### src/rtl/core/psu_pkg.sv
package psu_pkg;

  // Fixed widths of the stream fields and the register file.
  localparam int unsigned BYTE_W     = 8;
  localparam int unsigned SAMPLE_W   = 16;
  localparam int unsigned SW_W       = 5;
  localparam int unsigned SPF_W      = 20;
  localparam int unsigned APB_DATA_W = 32;
  localparam int unsigned APB_ADDR_W = 3;

  // At most this many samples leave for one input byte.
  localparam int unsigned RUN_MAX = 8;
  localparam int unsigned RUN_W   = $clog2(RUN_MAX);
  localparam logic [RUN_W-1:0] RUN_LAST = RUN_W'(RUN_MAX - 1);

  // Register indexes, decoded from paddr[2].
  localparam logic REG_SAMPLE_WIDTH      = 1'b0;
  localparam logic REG_SAMPLES_PER_FRAME = 1'b1;

  localparam logic [SW_W-1:0]  SAMPLE_WIDTH_RST      = SW_W'(11);
  localparam logic [SPF_W-1:0] SAMPLES_PER_FRAME_RST = SPF_W'(307200);

  typedef struct packed {
    logic [BYTE_W-1:0] data_byte;
    logic              frame_start;
  } in_item_t;

  typedef struct packed {
    logic [SAMPLE_W-1:0] sample;
    logic                last_of_run;
    logic                frame_end;
  } out_item_t;

  typedef struct packed {
    logic [SW_W-1:0]  sample_width;
    logic [SPF_W-1:0] samples_per_frame;
  } cfg_t;

endpackage

### src/rtl/core/psu_cfg_regs.sv
module psu_cfg_regs import psu_pkg::*; (
  input  logic                  clk_i,
  input  logic                  rst_ni,
  input  logic                  psel,
  input  logic                  penable,
  input  logic                  pwrite,
  input  logic [APB_ADDR_W-1:0] paddr,
  input  logic [APB_DATA_W-1:0] pwdata,
  output logic [APB_DATA_W-1:0] prdata,
  output logic                  pready,
  output cfg_t                  cfg_o
);

  logic [SW_W-1:0]  sample_width_q,      sample_width_d;
  logic [SPF_W-1:0] samples_per_frame_q, samples_per_frame_d;
  logic             reg_idx;
  logic             wr_en;

  assign reg_idx = paddr[2];
  assign pready  = 1'b1;
  assign wr_en   = psel && penable && pwrite && pready;

  always_comb begin
    sample_width_d      = sample_width_q;
    samples_per_frame_d = samples_per_frame_q;
    if (wr_en) begin
      case (reg_idx)
        REG_SAMPLE_WIDTH:      sample_width_d      = pwdata[SW_W-1:0];
        REG_SAMPLES_PER_FRAME: samples_per_frame_d = pwdata[SPF_W-1:0];
        default: ;
      endcase
    end
  end

  always_comb begin
    case (reg_idx)
      REG_SAMPLE_WIDTH:      prdata = APB_DATA_W'(sample_width_q);
      REG_SAMPLES_PER_FRAME: prdata = APB_DATA_W'(samples_per_frame_q);
      default:               prdata = '0;
    endcase
  end

  always_ff @(posedge clk_i or negedge rst_ni) begin
    if (!rst_ni) begin
      sample_width_q      <= SAMPLE_WIDTH_RST;
      samples_per_frame_q <= SAMPLES_PER_FRAME_RST;
    end else begin
      sample_width_q      <= sample_width_d;
      samples_per_frame_q <= samples_per_frame_d;
    end
  end

  assign cfg_o.sample_width      = sample_width_q;
  assign cfg_o.samples_per_frame = samples_per_frame_q;

endmodule

### src/rtl/core/psu_in_buf.sv
module psu_in_buf import psu_pkg::*; (
  input  logic     clk_i,
  input  logic     rst_ni,
  input  logic     in_valid_i,
  output logic     in_stall_o,
  input  in_item_t in_data_i,
  output logic     buf_valid_o,
  output in_item_t buf_data_o,
  input  logic     consume_i
);

  logic     valid_q, valid_d;
  in_item_t data_q;
  logic     load;

  // The buffer refills in the same cycle that the unpacker drains it.
  assign in_stall_o = valid_q && !consume_i;
  assign load       = in_valid_i && !in_stall_o;

  always_comb begin
    valid_d = valid_q;
    if (load) begin
      valid_d = 1'b1;
    end else if (consume_i) begin
      valid_d = 1'b0;
    end
  end

  always_ff @(posedge clk_i or negedge rst_ni) begin
    if (!rst_ni) begin
      valid_q <= 1'b0;
    end else begin
      valid_q <= valid_d;
    end
  end

  always_ff @(posedge clk_i) begin
    if (load) begin
      data_q <= in_data_i;
    end
  end

  assign buf_valid_o = valid_q;
  assign buf_data_o  = data_q;

endmodule

### src/rtl/core/psu_unpack.sv
module psu_unpack import psu_pkg::*; #(
  parameter int unsigned MAX_SAMPLE_WIDTH = 16,
  parameter int unsigned FRAME_COUNT_BITS = 20
) (
  input  logic      clk_i,
  input  logic      rst_ni,
  input  cfg_t      cfg_i,
  input  logic      buf_valid_i,
  input  in_item_t  buf_data_i,
  output logic      consume_o,
  output logic      out_valid_o,
  input  logic      out_stall_i,
  output out_item_t out_data_o
);

  localparam int unsigned AccBits = MAX_SAMPLE_WIDTH + BYTE_W;
  localparam int unsigned HeldW   = $clog2(AccBits + 1);

  logic [AccBits-1:0]          acc_q, acc_d;
  logic [HeldW-1:0]            held_q, held_d;
  logic [FRAME_COUNT_BITS-1:0] done_q, done_d;
  logic [RUN_W-1:0]            run_q, run_d;
  logic                        active_q, active_d;
  logic                        out_valid_q, out_valid_d;
  out_item_t                   out_q, out_d;

  logic [HeldW-1:0]            raw_w, w_eff;
  logic [FRAME_COUNT_BITS-1:0] lim;

  logic [AccBits-1:0]          acc_base, acc_in;
  logic [HeldW-1:0]            held_base, held_in;
  logic [HeldW:0]              held_sum;
  logic [FRAME_COUNT_BITS-1:0] done_base;
  logic                        drop;

  logic [AccBits-1:0]          src_acc, shifted, mask;
  logic [HeldW-1:0]            src_held, held_next;
  logic [FRAME_COUNT_BITS-1:0] src_done, done_next;
  logic [RUN_W-1:0]            src_run;
  logic                        frame_end, last;
  logic                        out_free, emit, consume;

  // Effective sample width and frame limit.
  assign raw_w = HeldW'(cfg_i.sample_width);
  always_comb begin
    if (raw_w == '0) begin
      w_eff = HeldW'(1);
    end else if (raw_w > HeldW'(MAX_SAMPLE_WIDTH)) begin
      w_eff = HeldW'(MAX_SAMPLE_WIDTH);
    end else begin
      w_eff = raw_w;
    end
  end
  assign lim = (|(cfg_i.samples_per_frame >> FRAME_COUNT_BITS)) ? '1
             : FRAME_COUNT_BITS'(cfg_i.samples_per_frame);

  // Absorb the buffered byte, after an optional frame-start clear.
  assign acc_base  = buf_data_i.frame_start ? '0 : acc_q;
  assign held_base = buf_data_i.frame_start ? '0 : held_q;
  assign done_base = buf_data_i.frame_start ? '0 : done_q;
  assign drop      = done_base >= lim;
  assign acc_in    = {acc_base[AccBits-BYTE_W-1:0], buf_data_i.data_byte};
  assign held_sum  = {1'b0, held_base} + (HeldW + 1)'(BYTE_W);
  assign held_in   = (held_sum > (HeldW + 1)'(AccBits)) ? HeldW'(AccBits)
                   : held_sum[HeldW-1:0];

  // One sample is taken either from the state of a running byte or from
  // the freshly absorbed byte.
  assign src_acc  = active_q ? acc_q  : acc_in;
  assign src_held = active_q ? held_q : held_in;
  assign src_done = active_q ? done_q : done_base;
  assign src_run  = active_q ? run_q  : '0;

  assign held_next = src_held - w_eff;
  assign mask      = (AccBits'(1) << w_eff) - AccBits'(1);
  assign shifted   = (src_acc >> held_next) & mask;
  assign done_next = src_done + FRAME_COUNT_BITS'(1);
  assign frame_end = done_next == lim;
  assign last      = (src_run == RUN_LAST) || (held_next < w_eff) || frame_end;

  assign out_free = !out_valid_q || !out_stall_i;
  assign consume  = out_free && !active_q && buf_valid_i;
  assign emit     = out_free && (active_q ||
                    (buf_valid_i && !drop && (held_in >= w_eff)));

  always_comb begin
    acc_d       = acc_q;
    held_d      = held_q;
    done_d      = done_q;
    run_d       = run_q;
    active_d    = active_q;
    out_valid_d = out_valid_q;
    out_d       = out_q;
    if (emit) begin
      acc_d             = src_acc;
      held_d            = held_next;
      done_d            = done_next;
      run_d             = last ? '0 : src_run + RUN_W'(1);
      active_d          = !last;
      out_d.sample      = shifted[SAMPLE_W-1:0];
      out_d.last_of_run = last;
      out_d.frame_end   = frame_end;
    end else if (consume) begin
      acc_d  = drop ? acc_base  : acc_in;
      held_d = drop ? held_base : held_in;
      done_d = done_base;
    end
    if (out_free) begin
      out_valid_d = emit;
    end
  end

  always_ff @(posedge clk_i or negedge rst_ni) begin
    if (!rst_ni) begin
      acc_q       <= '0;
      held_q      <= '0;
      done_q      <= '0;
      run_q       <= '0;
      active_q    <= 1'b0;
      out_valid_q <= 1'b0;
    end else begin
      acc_q       <= acc_d;
      held_q      <= held_d;
      done_q      <= done_d;
      run_q       <= run_d;
      active_q    <= active_d;
      out_valid_q <= out_valid_d;
    end
  end

  always_ff @(posedge clk_i) begin
    out_q <= out_d;
  end

  assign consume_o   = consume;
  assign out_valid_o = out_valid_q;
  assign out_data_o  = out_q;

  // The accumulator never claims more bits than it holds.
  a_held_bound: assert property (@(posedge clk_i) disable iff (!rst_ni)
    held_q <= HeldW'(AccBits))
    else $error("bit count exceeds accumulator width");

  // Every emitted sample advances the frame counter by exactly one; a frame start clears it first.
  a_done_step: assert property (@(posedge clk_i) disable iff (!rst_ni)
    emit |=> (done_q == FRAME_COUNT_BITS'($past(done_q) + FRAME_COUNT_BITS'(1)) ||
              $past(!active_q && buf_data_i.frame_start)))
    else $error("frame counter out of step with emitted samples");

  // The per-byte sample counter is cleared whenever no byte is running.
  a_run_idle: assert property (@(posedge clk_i) disable iff (!rst_ni)
    !active_q |-> run_q == '0)
    else $error("run counter left over from a finished byte");

  // A new byte is never taken while the result register is blocked.
  a_no_take_blocked: assert property (@(posedge clk_i) disable iff (!rst_ni)
    (out_valid_o && out_stall_i) |-> !consume_o)
    else $error("byte consumed while result register is stalled");

endmodule

### src/rtl/core/packed_sample_unpacker_core.sv
// Channel  | Direction | Handshake                      | Payload
// ---------+-----------+--------------------------------+---------------------------------
// in       | input     | in_valid_i / in_stall_o        | in_data_i  (data_byte, frame_start)
// out      | output    | out_valid_o / out_stall_i      | out_data_o (sample, last_of_run,
//          |           |                                |             frame_end)
// cfg      | input     | psel, penable, pwrite, pready  | paddr, pwdata, prdata
//
// A transfer on the input channel lands in an input register; the unpacker then absorbs it and
// places its first sample in the result register. A byte that yields n samples occupies the
// single sample extractor until all n are out (n is at most 8); bytes that yield zero or one
// sample are taken at one per cycle while the output is not stalled.
// Reset clears the accumulator, the bit count, the frame counter and the handshakes, and
// restores the register defaults; no clearing pass follows.
// A stall on the output holds the result register and, through it, the input register.

module packed_sample_unpacker_core import psu_pkg::*; #(
  parameter int unsigned MAX_SAMPLE_WIDTH = 16,
  parameter int unsigned FRAME_COUNT_BITS = 20
) (
  input  logic                  clk_i,
  input  logic                  rst_ni,
  input  logic                  in_valid_i,
  output logic                  in_stall_o,
  input  in_item_t              in_data_i,
  output logic                  out_valid_o,
  input  logic                  out_stall_i,
  output out_item_t             out_data_o,
  input  logic                  psel,
  input  logic                  penable,
  input  logic                  pwrite,
  input  logic [APB_ADDR_W-1:0] paddr,
  input  logic [APB_DATA_W-1:0] pwdata,
  output logic [APB_DATA_W-1:0] prdata,
  output logic                  pready
);

  cfg_t     cfg;
  logic     buf_valid;
  in_item_t buf_data;
  logic     consume;

  // Register file: sample_width at byte address 0, samples_per_frame at 4.
  psu_cfg_regs u_cfg_regs (
    .clk_i   (clk_i),
    .rst_ni  (rst_ni),
    .psel    (psel),
    .penable (penable),
    .pwrite  (pwrite),
    .paddr   (paddr),
    .pwdata  (pwdata),
    .prdata  (prdata),
    .pready  (pready),
    .cfg_o   (cfg)
  );

  // Input register. It refills in the same cycle that it is drained, so a
  // steady stream of bytes sees no bubbles.
  psu_in_buf u_in_buf (
    .clk_i       (clk_i),
    .rst_ni      (rst_ni),
    .in_valid_i  (in_valid_i),
    .in_stall_o  (in_stall_o),
    .in_data_i   (in_data_i),
    .buf_valid_o (buf_valid),
    .buf_data_o  (buf_data),
    .consume_i   (consume)
  );

  // Bit accumulator, frame counter and result register. The byte is shifted
  // in and the oldest sample is cut out with a barrel shift in the same cycle;
  // further samples of the same byte follow one per cycle unless stalled.
  psu_unpack #(
    .MAX_SAMPLE_WIDTH (MAX_SAMPLE_WIDTH),
    .FRAME_COUNT_BITS (FRAME_COUNT_BITS)
  ) u_unpack (
    .clk_i       (clk_i),
    .rst_ni      (rst_ni),
    .cfg_i       (cfg),
    .buf_valid_i (buf_valid),
    .buf_data_i  (buf_data),
    .consume_o   (consume),
    .out_valid_o (out_valid_o),
    .out_stall_i (out_stall_i),
    .out_data_o  (out_data_o)
  );

endmodule

### config.mk
export PLATFORM = sky130hd
export DESIGN_NAME = packed_sample_unpacker_core
export DESIGN_NICKNAME = d
export VERILOG_FILES = /design/src/rtl/core/psu_pkg.sv /design/src/rtl/core/psu_cfg_regs.sv /design/src/rtl/core/psu_in_buf.sv /design/src/rtl/core/psu_unpack.sv /design/src/rtl/core/packed_sample_unpacker_core.sv
export SDC_FILE = /design/constraint.sdc
export NUM_CORES = 1
export LEC_CHECK = 0
export BUFFER_PORTS_ARGS = -buffer_cell sky130_fd_sc_hd__buf_2
export CORE_MARGIN = 2
export CORE_UTILIZATION = 41
export CTS_CLUSTER_DIAMETER = 80
export DETAILED_ROUTE_END_ITERATION = 7
export PLACE_DENSITY = 0.69
export SLEW_MARGIN = 20
export SYNTH_ARGS = -nofsm -noshare
export SYNTH_HDL_FRONTEND = slang
export SYNTH_SLANG_ARGS = --single-unit
### constraint.sdc
create_clock -name clk_i -period 4.6 [get_ports clk_i]
set_input_delay 0.23 -clock clk_i [delete_from_list [all_inputs] [get_ports clk_i]]
set_output_delay 0.23 -clock clk_i [all_outputs]
set_load 0.005 [all_outputs]
==> results of run 1 <==
-- routing by layer --
metal / GRT usage, % / vias to the layer above / share of wire [%]
met5: 0 / - / 0
li1: - / 3413 / -
met4: 6.07 / 0 / 2.4
met2: 33.7 / 222 / 48
met1: 26.6 / 3373 / 45
met3: 3.09 / 35 / 4.7
-- cell families (layout without fill, tap and decap cells) --
family,count (synthesis),after routing,share of synthesized area [%]
mux,86,86,12.3
flops,107,107,34.1
compound gates,238,238,19.7
other cells,2,14,0.0907
xor+xnor,25,25,2.81
simple gates,295,295,18.4
fa+ha+maj,41,41,6.28
buf+inv,116,155,6.33
-- what timing repair did --
| action | CTS | global route |
|---|---|---|
| endpoints found under the hold margin | 44 | 0 |
| hold buffers | 1 | 0 |
| buffers inserted | 0 | 0 |
-- power by group through the flow --
stage          registers (W)  clock network (W)  logic, W
2_1_floorplan        0.00155                  0   0.00290
5_1_grt              0.00172           0.000850   0.00425
3_5_place_dp         0.00168                  0   0.00382
6_report             0.00168           0.000794   0.00386
3_3_place_gp         0.00167                  0   0.00376
4_1_cts              0.00167           0.000815   0.00384
-- sequential cells by signal, indices dropped and copies added (netlist names) --
| signal | count |
|---|---|
| u_unpack.held_q | 5 |
| u_cfg_regs.sample_width_q | 5 |
| u_unpack.done_q | 20 |
| u_unpack.run_q | 3 |
| u_unpack.acc_q | 24 |
| u_cfg_regs.samples_per_frame_q | 20 |
| u_in_buf.buf_valid_o | 1 |
| u_unpack.active_q | 1 |
| u_unpack.out_valid_o | 1 |
| u_in_buf.buf_data_o | 9 |
| u_unpack.out_data_o | 18 |
-- cells in the final DEF (no fill, tap or decap), drive strengths merged, types with 10 or more instances in the layout --
cell type / instances
a21o: 13
a21oi: 47
a22o: 13
a22oi: 28
a31oi: 11
and2: 28
buf: 101
conb: 14
dfrtp: 73
edfxtp: 27
ha: 40
inv: 36
mux2: 34
mux2i: 43
nand2: 75
nand2b: 20
nand3: 25
nand4: 10
nor2: 57
nor2b: 23
nor3: 20
o211ai: 11
o21ai: 45
o311ai: 10
o31ai: 11
xnor2: 22
-- final timing paths --
kind,start,to,slack (ns),cells after the start
setup reg to reg,u_in_buf.buf_data_o[0],u_unpack.run_q[1],0.58,13
min in group asynchronous,rst_ni,u_unpack.acc_q[3],0.42,2
hold / removal,in_data_i[5],u_in_buf.buf_data_o[5],0.03,1
hold reg to reg,u_unpack.run_q[2],u_unpack.run_q[2],0.48,2
setup / recovery,u_in_buf.buf_data_o[0],u_unpack.run_q[1],0.58,13
max in group asynchronous,rst_ni,u_cfg_regs.samples_per_frame_q[12],3.24,3
-- metrics by stage --
step	setup WS (ns)	area (sq um)	std cells
after global placement	0.719	8850	1209
after floorplan	0.629	8330	922
after detailed placement	0.670	8850	1209
after CTS	0.606	9170	1226
final	0.584	9170	1226
after global routing	0.261	9170	1226
-- layout make-up --
cell class	instances	area, sq um
Clock buffer	9	225
Clock inverter	7	85.1
Fill cell	1933	10500
Inverter	37	139
Multi-Input combinational cell	699	4980
Sequential cell	107	2820
Tap cell	265	332
Timing Repair Buffer	102	581
-- worst max-delay path, delay by kind of cell, from the launching register on --
| kind | cells | cell delay, ns |
|---|---|---|
| simple gates | 6 | 1.43 |
| fa+ha+maj | 1 | 0.27 |
| buf+inv | 2 | 0.51 |
| compound gates | 2 | 0.50 |
| xor+xnor | 1 | 0.16 |
| mux | 1 | 0.39 |
| flops | 1 | 0.61 |
==> results.md, run 1 <==
* Min cycle time layout at 4.02 ns
* Area grow syn2layout at 10.7%
* Worst EP required at 4.83 ns
* Post-synth EDFFs at 27
* Via count at ~7000
* Logic pwr share at approximately three fifths
* Drt first pass iters at 5
* Layout Utilization at 46.6%
* Hold_ws at ~0.035 ns
* Most common cell in the netlist: nand2_1
* Chip height at 146 um
* Root buf cell: clkbuf_16
* Final period utilization at 87.3%
* Synthesized instance count at 910
* Sw Share at between 40% and 50%
* Top cell type's share of synthesized area at between 20 and 25%
* HPWL Detailed at 15500 um
* # setup viols final at 0
* Routability cong. at roughly 0.87
* CTS tree: yes
* Async set-reset flop share out of synthesis at 74.8%
* Reg clk slew, reported paths at roughly 0.080 ns
* Synth area leader: dfrtp_1
* CP Capture Type: flop
* Post-Route Skew at roughly 0.011 ns
* Share of layout cells above drive strength 1 at between 10% and 20%
* Least-Margin Pin Slew at ~0.74 ns
* Row cnt at slightly above 50
* Clock Latency Late Sink at around 0.37 ns
* Seq/Total Area, Yosys at around a third
* H-tree Lvls at 3
* Routed WL at between 20000 and 25000 um
* Mapped Avg Cell Area at ~9.1 sq um
* Layout Nets at around 1000
* # DRC at 0
* Sink Count at between 100 and 150
* Synthesized area at between 8000 and 9000 sq um
* Ys flop type: dfrtp_1
* Clk buf depth at 2
* Status: completed
* Starting Density at approximately 42%
* Grt total ovfl at 0
* Sw Pwr at 0.00302 W
* Total track usage at 20.0%
* LEAKAGE at ~3.9 nW
* Core Area at roughly 20000 sq um
* Vias per cell at 5.74
* Ys Warns at 0
* Synth Register Bits at 107
* Clock network power share at roughly an eighth
* Crit path top cell by count: buf_4
* VDD IR-drop max at about 0.46 mV
* Diode count at 0
* Critical Path Max Stage Delay at between 0.6 and 0.7 ns
* DIE AREA at between 20000 and 25000 sq um
* Largest net degree at the start of global routing at 49
* Global-route wire length before repair at approximately 35000 um
* Setup TNS at 0 ns
* Top-level port count at approximately 100
* CP max stage cell: edfxtp_1
* Data arrival, critical path at ~4.3 ns
* Highest Clock Rate at between 0.2 and 0.25 GHz
* Share of power burned in registers at a little over a quarter
* Maxcap violations at 0
* Total power at about 0.0063 W
* RSZ-0062 raised after global routing: false
* Pwr/cell area at around 690 nW/um^2
* Die Span X at 146 um
* Ranking of synthesized cells by area: dfrtp_1, edfxtp_1, ha_1
* Critical path class: flop to flop
* Fin. max-slew vios at 0
* Int Power at 0.00331 W
* Final Hold Fails at 0
* Most frequent cells after synthesis: nand2_1, dfrtp_1, nor2_1
* CP max FO at 17
* Wire length per cell at 17.3 um
* Antenna Nets Post-Route at 0
* Drt initial violations at 557
* Startpoint Class: flop
* Initial antenna violation count at 0
* Distinct cells, synth at slightly below 80
* Port Buffer Count at 76
* Total CTS buffers at 9
* CTS resizes at 0
* Slew headroom at 50.8%
* Worst-path cell chain: buf_4 -> nand2b_1 -> buf_4 -> and2_1 -> ha_1 -> nand3_2 -> or3_4 -> nor4_1 -> mux2_2 -> xnor2_1 -> nand4_1 -> o21ai_2 -> o21ai_1
* Hold Path Class: input port to flop
* Vias in the first global route at 6733
Note: power is estimated with default switching activity, not from simulation.
==> run 2, diff against run 1 <==
Settings changed: PLACE_DENSITY 0.69 to unset.
==> run 2 against run 1 <==
Effect of this change: critical path depth is the same; maximum frequency up 4.4%; register-to-register slack gained 0.17 ns; largest cell class unchanged; total power about the same; critical path type unchanged; first-iteration DRC count decreased by 16%; setup slack improved by 0.17 ns; clock power up 3.0%; hold slack improved by 0.0072 ns; via count up 0.13%.
==> results.md, run 2 (synthesis gave the netlist of run 1 again) <==
* Clock Latency Late Sink at 0.37 ns (about the same)
* LEAKAGE at 3.86 nW (was 3.87 nW)
* Worst-path cell chain: or2_2 -> nor2_1 -> nor2_1 -> nor2_1 -> ha_1 -> inv_1 -> fa_1 -> buf_4 -> mux2i_1 -> mux2i_1 -> mux2_2 -> a21oi_1 -> a21oi_1 (was buf_4 -> nand2b_1 -> buf_4 -> and2_1 -> ha_1 -> nand3_2 -> or3_4 -> nor4_1 -> mux2_2 -> xnor2_1 -> nand4_1 -> o21ai_2 -> o21ai_1)
* Int Power at 0.00334 W (was 0.00331 W)
* Maxcap violations at 0 (unchanged)
* Starting Density at 42.1% (unchanged)
* Wire length per cell at 17.4 um (was 17.3 um)
* # DRC at 0 (unchanged)
* Routability cong. at 0.859 (was 0.870)
* Critical path class: flop to flop (unchanged)
* Critical Path Max Stage Delay at 0.78 ns (was 0.61 ns)
* Worst EP required at 4.70 ns (was 4.83 ns)
* Most frequent cells in the layout: nand2_1, buf_2, dfrtp_1, nor2_1, a21oi_1 (unchanged)
* Pwr/cell area at 693 nW/um^2 (was 690 nW/um^2)
* Area grow syn2layout at 10.4% (was 10.7%)
* Fin. max-slew vios at 0 (unchanged)
* Met3 Resource Use GR at 2.91% (was 3.09%)
* Status: completed (unchanged)
* Biggest regs: u_unpack.acc_q: 24 flops, u_cfg_regs.samples_per_frame_q: 20 flops, u_unpack.done_q: 20 flops (unchanged)
* Reg clk slew, reported paths at 0.08 ns (about the same)
* CTS tree: yes (unchanged)
* DIE AREA at 21400 sq um (unchanged)
* Data arrival, critical path at 3.95 ns (was 4.25 ns)
* Total power at 0.00633 W (about the same)
* Most flops, register: u_unpack.acc_q (unchanged)
* Placement Cell Area at 8830 sq um (was 8850 sq um)
* Grt total ovfl at 0 (unchanged)
* VDD IR-drop max at 0.299 mV (was 0.456 mV)
* Core Area at 19700 sq um (unchanged)
* Routed WL at 21300 um (about the same)
* Sw Pwr at 0.00299 W (was 0.00302 W)
* Diode count at 0 (unchanged)
* Sink Count at 107 (unchanged)
* Share of layout cells above drive strength 1 at 18.9% (was 19.1%)
* Global-route wire length before repair at 35200 um (was 34900 um)
* Gr busiest metal: met2 (unchanged)
* Post-route cell area at 9140 sq um (was 9170 sq um)
* Final Hold Fails at 0 (unchanged)
* Post-CTS Setup Bufs at 0 (unchanged)
* Max FFs per register at 24 (unchanged)
* RSZ-0062 raised after global routing: false (unchanged)
* Drt first pass iters at 6 (was 5)
* CP Capture Type: flop (unchanged)
* Top-level port count at 104 (unchanged)
* Final period utilization at 83.6% (was 87.3%)
* Chip height at 146 um (unchanged)
* HPWL Detailed at 15500 um (about the same)
* Least-Margin Pin Slew at 0.891 ns (was 0.736 ns)
* Die Span X at 146 um (unchanged)
* # setup viols final at 0 (unchanged)
* Vias per cell at 5.76 (was 5.74)
* Antenna Nets Post-Route at 0 (unchanged)
* Fillers at 1992 (was 1933)
* CP max FO at 23 (was 17)
* Layout Nets at 1046 (was 1048)
* Crit path top cell by count: nor2_1 (was buf_4)
* Setup TNS at 0 ns (unchanged)
* CP max stage cell: fa_1 (was edfxtp_1)
* Total track usage at 20.2% (was 20.0%)
* Sw Share at 47.2% (was 47.7%)
* Highest Clock Rate at 0.260 GHz (was 0.249 GHz)
* Port Buffer Count at 76 (unchanged)
* Drt initial violations at 469 (was 557)
* H-tree Lvls at 3 (unchanged)
* Via count at 7052 (was 7043)
* Root buf cell: clkbuf_16 (unchanged)
* Clk buf depth at 2 (unchanged)
* Met2 Usage GRT at 34.9% (was 33.7%)
* Min cycle time layout at 3.85 ns (was 4.02 ns)
* Slew headroom at 40.0% (was 50.8%)
* Row cnt at 51 (unchanged)
* Total CTS buffers at 9 (unchanged)
* Share of power burned in registers at 26.3% (was 26.5%)
* Vias in the first global route at 6663 (was 6733)
* Hold Path Class: input port to flop (unchanged)
* Startpoint Class: flop (unchanged)
* Logic pwr share at 60.8% (was 61.0%)
* Clock network power share at 12.9% (was 12.5%)
* Initial antenna violation count at 0 (unchanged)
* Post-Route Skew at 0.0133 ns (was 0.0109 ns)
* Global Route met1 Usage at 27.2% (was 26.6%)
* Largest net degree at the start of global routing at 42 (was 49)
## run 2: per-layer routing
metal	wire [um]	vias to the layer above
met4	221	0
met3	749	14
met1	9610	3467
met5	0	-
met2	10700	163
li1	-	3408
## run 2: timing repair
action                    in CTS  in global routing
hold endpoints to repair      36                  0
hold buffers                   1                  0
resized for setup              0                  0
## run 2: metrics by stage
step	cells	hold slack [ns]	utilization [%]	setup slack, ns
2_1_floorplan	922	-0.0656	-	0.629
3_3_place_gp	1207	0.260	44.9	0.778
3_5_place_dp	1207	0.252	44.9	0.754
4_1_cts	1224	0.0350	46.5	0.707
5_1_grt	1224	0.0291	46.5	0.350
6_report	1224	0.0419	46.5	0.754
## run 2: worst paths after layout
kind / from / to / slack, ns / cells past startpoint
max: u_cfg_regs.sample_width_q[1] / u_unpack.out_data_o[7] / 0.75 / 13
min: in_data_i[2] / u_in_buf.buf_data_o[2] / 0.04 / 1
max reg2reg: u_cfg_regs.sample_width_q[1] / u_unpack.out_data_o[7] / 0.75 / 13
min reg2reg: u_unpack.run_q[0] / u_unpack.run_q[0] / 0.48 / 2
max in group asynchronous: rst_ni / u_unpack.done_q[7] / 3.23 / 3
min in group asynchronous: rst_ni / u_unpack.acc_q[2] / 0.39 / 2
## run 2: layout make-up
class	count	area [sq um]	area share, %
Inverter	37	139	1.52
Sequential cell	107	2820	30.9
Timing Repair Buffer	100	566	6.19
Multi-Input combinational cell	699	4980	54.5
Tap cell	265	332	3.63
Clock inverter	6	71.3	0.780
Clock buffer	10	229	2.50
## run 2: critical path: cells and delay by family, from the launching register on
family	cells	cell delay [ns]
buffers and inverters	2	0.44
adders and majority gates	2	0.97
muxes	3	0.71
and+or+nand+nor	4	0.77
AOI/OAI and AO/OA	2	0.26
DFF	1	0.44
## run 2: power groups by stage
stage / sequential, W / combinational [W] / clock, W
finish: 0.00166 / 0.00385 / 0.000818
detailed placement: 0.00168 / 0.00383 / 0
global route: 0.00171 / 0.00429 / 0.000873
CTS: 0.00166 / 0.00385 / 0.000834
global placement: 0.00167 / 0.00381 / 0
floorplan: 0.00155 / 0.00290 / 0
==> run 3, diff against run 2 <==
Clock period 4.6 ns to 3.5 ns, I/O delays scaled along.
==> run 3 against run 2 <==
Effect of this change: via count rose by 2.7%; sequential share of layout area decreased by 1.7 points; first-iteration DRC count increased by 16%; non-clock buffer count grew 45; critical endpoint is now u_unpack.out_data_o[9].
==> results.md, run 3 (synthesis gave the netlist of run 1 again) <==
* RSZ-0062 raised after global routing: true (was false)
* Grt total ovfl at 0 (unchanged)
* LEAKAGE at 4.12 nW (was 3.86 nW)
* Total track usage at 20.6% (was 20.2%)
* HPWL Detailed at 15900 um (was 15500 um)
* Fillers at 1897 (was 1992)
* Placement Cell Area at 9110 sq um (was 8830 sq um)
* Worst EP required at 3.61 ns (was 4.70 ns)
* Port Buffer Count at 76 (unchanged)
* Vias per cell at 5.71 (was 5.76)
* Highest Clock Rate at 0.300 GHz (was 0.260 GHz)
* Finished Layout Cells at 1269 (was 1224)
* Fin. max-slew vios at 0 (unchanged)
* Hold Path Class: input port to flop (unchanged)
* Global-route wire length before repair at 35700 um (was 35200 um)
* # DRC at 0 (unchanged)
* Maxcap violations at 0 (unchanged)
* Drt initial violations at 545 (was 469)
* Least-Margin Pin Slew at 0.916 ns (was 0.891 ns)
* Final Hold Fails at 0 (unchanged)
* Logic pwr share at 64.0% (was 60.8%)
* Starting Density at 42.1% (unchanged)
* # setup viols final at 0 (unchanged)
* Worst Reg-to-Reg Cells at 15 (was 13)
* Layout Nets at 1091 (was 1046)
* DIE AREA at 21400 sq um (unchanged)
* Post-route cell area at 9670 sq um (was 9140 sq um)
* Critical Path Max Stage Delay at 0.43 ns (was 0.78 ns)
* Wire length per cell at 17.4 um (about the same)
* Most frequent cells in the layout: nand2_1, buf_2, dfrtp_1, buf_4, nor2_1 (was nand2_1, buf_2, dfrtp_1, nor2_1, a21oi_1)
* Clock Latency Late Sink at 0.37 ns (about the same)
* Register area at 2820 sq um (unchanged)
* Chip height at 146 um (unchanged)
* H-tree Lvls at 3 (unchanged)
* CP Capture Type: flop (unchanged)
* Via count at 7245 (was 7052)
* Vias in the first global route at 6779 (was 6663)
* Min cycle time layout at 3.33 ns (was 3.85 ns)
* Final period utilization at 95.2% (was 83.6%)
* Clk buf depth at 2 (unchanged)
* Slew headroom at 38.9% (was 40.0%)
* Crit path top cell by count: nor2_1 (unchanged)
* Clock network power share at 12.0% (was 12.9%)
* Placed insts at 1236 (was 1207)
* Post-Route Skew at 0.0113 ns (was 0.0133 ns)
* Startpoint Class: flop (unchanged)
* Area grow syn2layout at 16.7% (was 10.4%)
* Row cnt at 51 (unchanged)
* Setup TNS at 0 ns (unchanged)
* Max FFs per register at 24 (unchanged)
* CTS tree: yes (unchanged)
* CP max FO at 14 (was 23)
* Reg clk slew, reported paths at 0.08 ns (about the same)
* Worst-path cell chain: or2_2 -> nor2_1 -> nor2_1 -> nor2_2 -> ha_2 -> inv_1 -> fa_1 -> a21o_1 -> a21oi_2 -> xor2_2 -> buf_4 -> buf_4 -> nor2_1 -> a32oi_1 -> nor2_1 (was or2_2 -> nor2_1 -> nor2_1 -> nor2_1 -> ha_1 -> inv_1 -> fa_1 -> buf_4 -> mux2i_1 -> mux2i_1 -> mux2_2 -> a21oi_1 -> a21oi_1)
* Most flops, register: u_unpack.acc_q (unchanged)
* Sw Pwr at 0.00414 W (was 0.00299 W)
* Antenna Nets Post-Route at 0 (unchanged)
* Diode count at 0 (unchanged)
* Top-level port count at 104 (unchanged)
* Status: completed (unchanged)
* Multi-input logic area at 5070 sq um (was 4980 sq um)
* Initial antenna violation count at 0 (unchanged)
* Routability cong. at 0.841 (was 0.859)
* Die Span X at 146 um (unchanged)
* Hold Crit Depth at 2 (was 1)
* Sink Count at 107 (unchanged)
* Int Power at 0.00485 W (was 0.00334 W)
* Critical path class: flop to flop (unchanged)
* Share of layout cells above drive strength 1 at 23.7% (was 18.9%)
* Drt first pass iters at 6 (unchanged)
* Sw Share at 46.1% (was 47.2%)
* Routed WL at 22100 um (was 21300 um)
* CP max stage cell: fa_1 (unchanged)
* Root buf cell: clkbuf_16 (unchanged)
* Largest net degree at the start of global routing at 67 (was 42)
* Pwr/cell area at 930 nW/um^2 (was 693 nW/um^2)
* Biggest regs: u_unpack.acc_q: 24 flops, u_cfg_regs.samples_per_frame_q: 20 flops, u_unpack.done_q: 20 flops (unchanged)
* VDD IR-drop max at 0.450 mV (was 0.299 mV)
* Core Area at 19700 sq um (unchanged)
* Share of power burned in registers at 24.0% (was 26.3%)
* Total CTS buffers at 9 (unchanged)
* Data arrival, critical path at 3.45 ns (was 3.95 ns)
[run 3: layer usage]
| layer | track usage, % | wire length (um) |
|---|---|---|
| met5 | 0 | 0 |
| met4 | 6.65 | 433 |
| met3 | 2.94 | 955 |
| met2 | 33.9 | 10600 |
| met1 | 27.9 | 10100 |
[run 3: path summary, 6_finish.rpt]
check,startpoint,to,slack (ns)
worst max-delay path,u_cfg_regs.sample_width_q[1],u_unpack.out_data_o[9],0.17
worst min-delay path,pwdata[19],u_cfg_regs.samples_per_frame_q[19],0.03
worst max register to register,u_cfg_regs.sample_width_q[1],u_unpack.out_data_o[9],0.17
worst min register to register,u_unpack.run_q[2],u_unpack.run_q[2],0.49
max in group asynchronous,rst_ni,u_cfg_regs.samples_per_frame_q[15],2.21
min in group asynchronous,rst_ni,u_unpack.acc_q[2],0.47
[run 3: repair_timing]
| action | 4_1_cts | 5_1_grt |
|---|---|---|
| gates resized for setup | 0 | 19 |
| buffers inserted | 0 | 5 |
| endpoints found under the setup margin | 0 | 75 |
| hold buffers | 11 | 0 |
| hold endpoints to repair | 72 | 0 |
[run 3: cell type report]
cell class,instances,share of cell area (%)
Clock buffer,9,2.33
Tap cell,265,3.43
Sequential cell,107,29.2
Clock inverter,7,0.841
Multi-Input combinational cell,699,52.4
Inverter,37,1.46
Timing Repair Buffer,145,10.3
[run 3: critical path, delay by kind of cell, from the launching register on]
family	cells	cell delay [ns]
flip-flops	1	0.37
AO/OA/AOI/OAI	3	0.60
XOR/XNOR	1	0.20
AND/OR/NAND/NOR	6	0.88
buffers and inverters	3	0.39
adder cells (fa/ha/maj)	2	0.62
[run 3: power by group through the flow]
| stage | Clock [W] | Sequential (W) | Combinational [W] |
|---|---|---|---|
| 5_1_grt | 0.00115 | 0.00221 | 0.00632 |
| 3_3_place_gp | 0 | 0.00216 | 0.00533 |
| 4_1_cts | 0.00111 | 0.00215 | 0.00544 |
| 2_1_floorplan | 0 | 0.00204 | 0.00386 |
| 3_5_place_dp | 0 | 0.00216 | 0.00541 |
| 6_report | 0.00108 | 0.00216 | 0.00575 |
[run 3: through the flow]
| stage | hold slack (ns) | total power, W | worst slack (ns) | utilization (%) |
|---|---|---|---|---|
| final | 0.0316 | 0.00899 | 0.167 | 49.2 |
| after global routing | 0.0310 | 0.00969 | -0.0306 | 49.2 |
| after CTS | 0.0219 | 0.00870 | 0.0153 | 48.5 |
| after detailed placement | 0.354 | 0.00758 | 0.0528 | 46.4 |
| after global placement | 0.355 | 0.00750 | 0.139 | 46.4 |
| after floorplan | -0.121 | 0.00590 | 0.0126 | - |
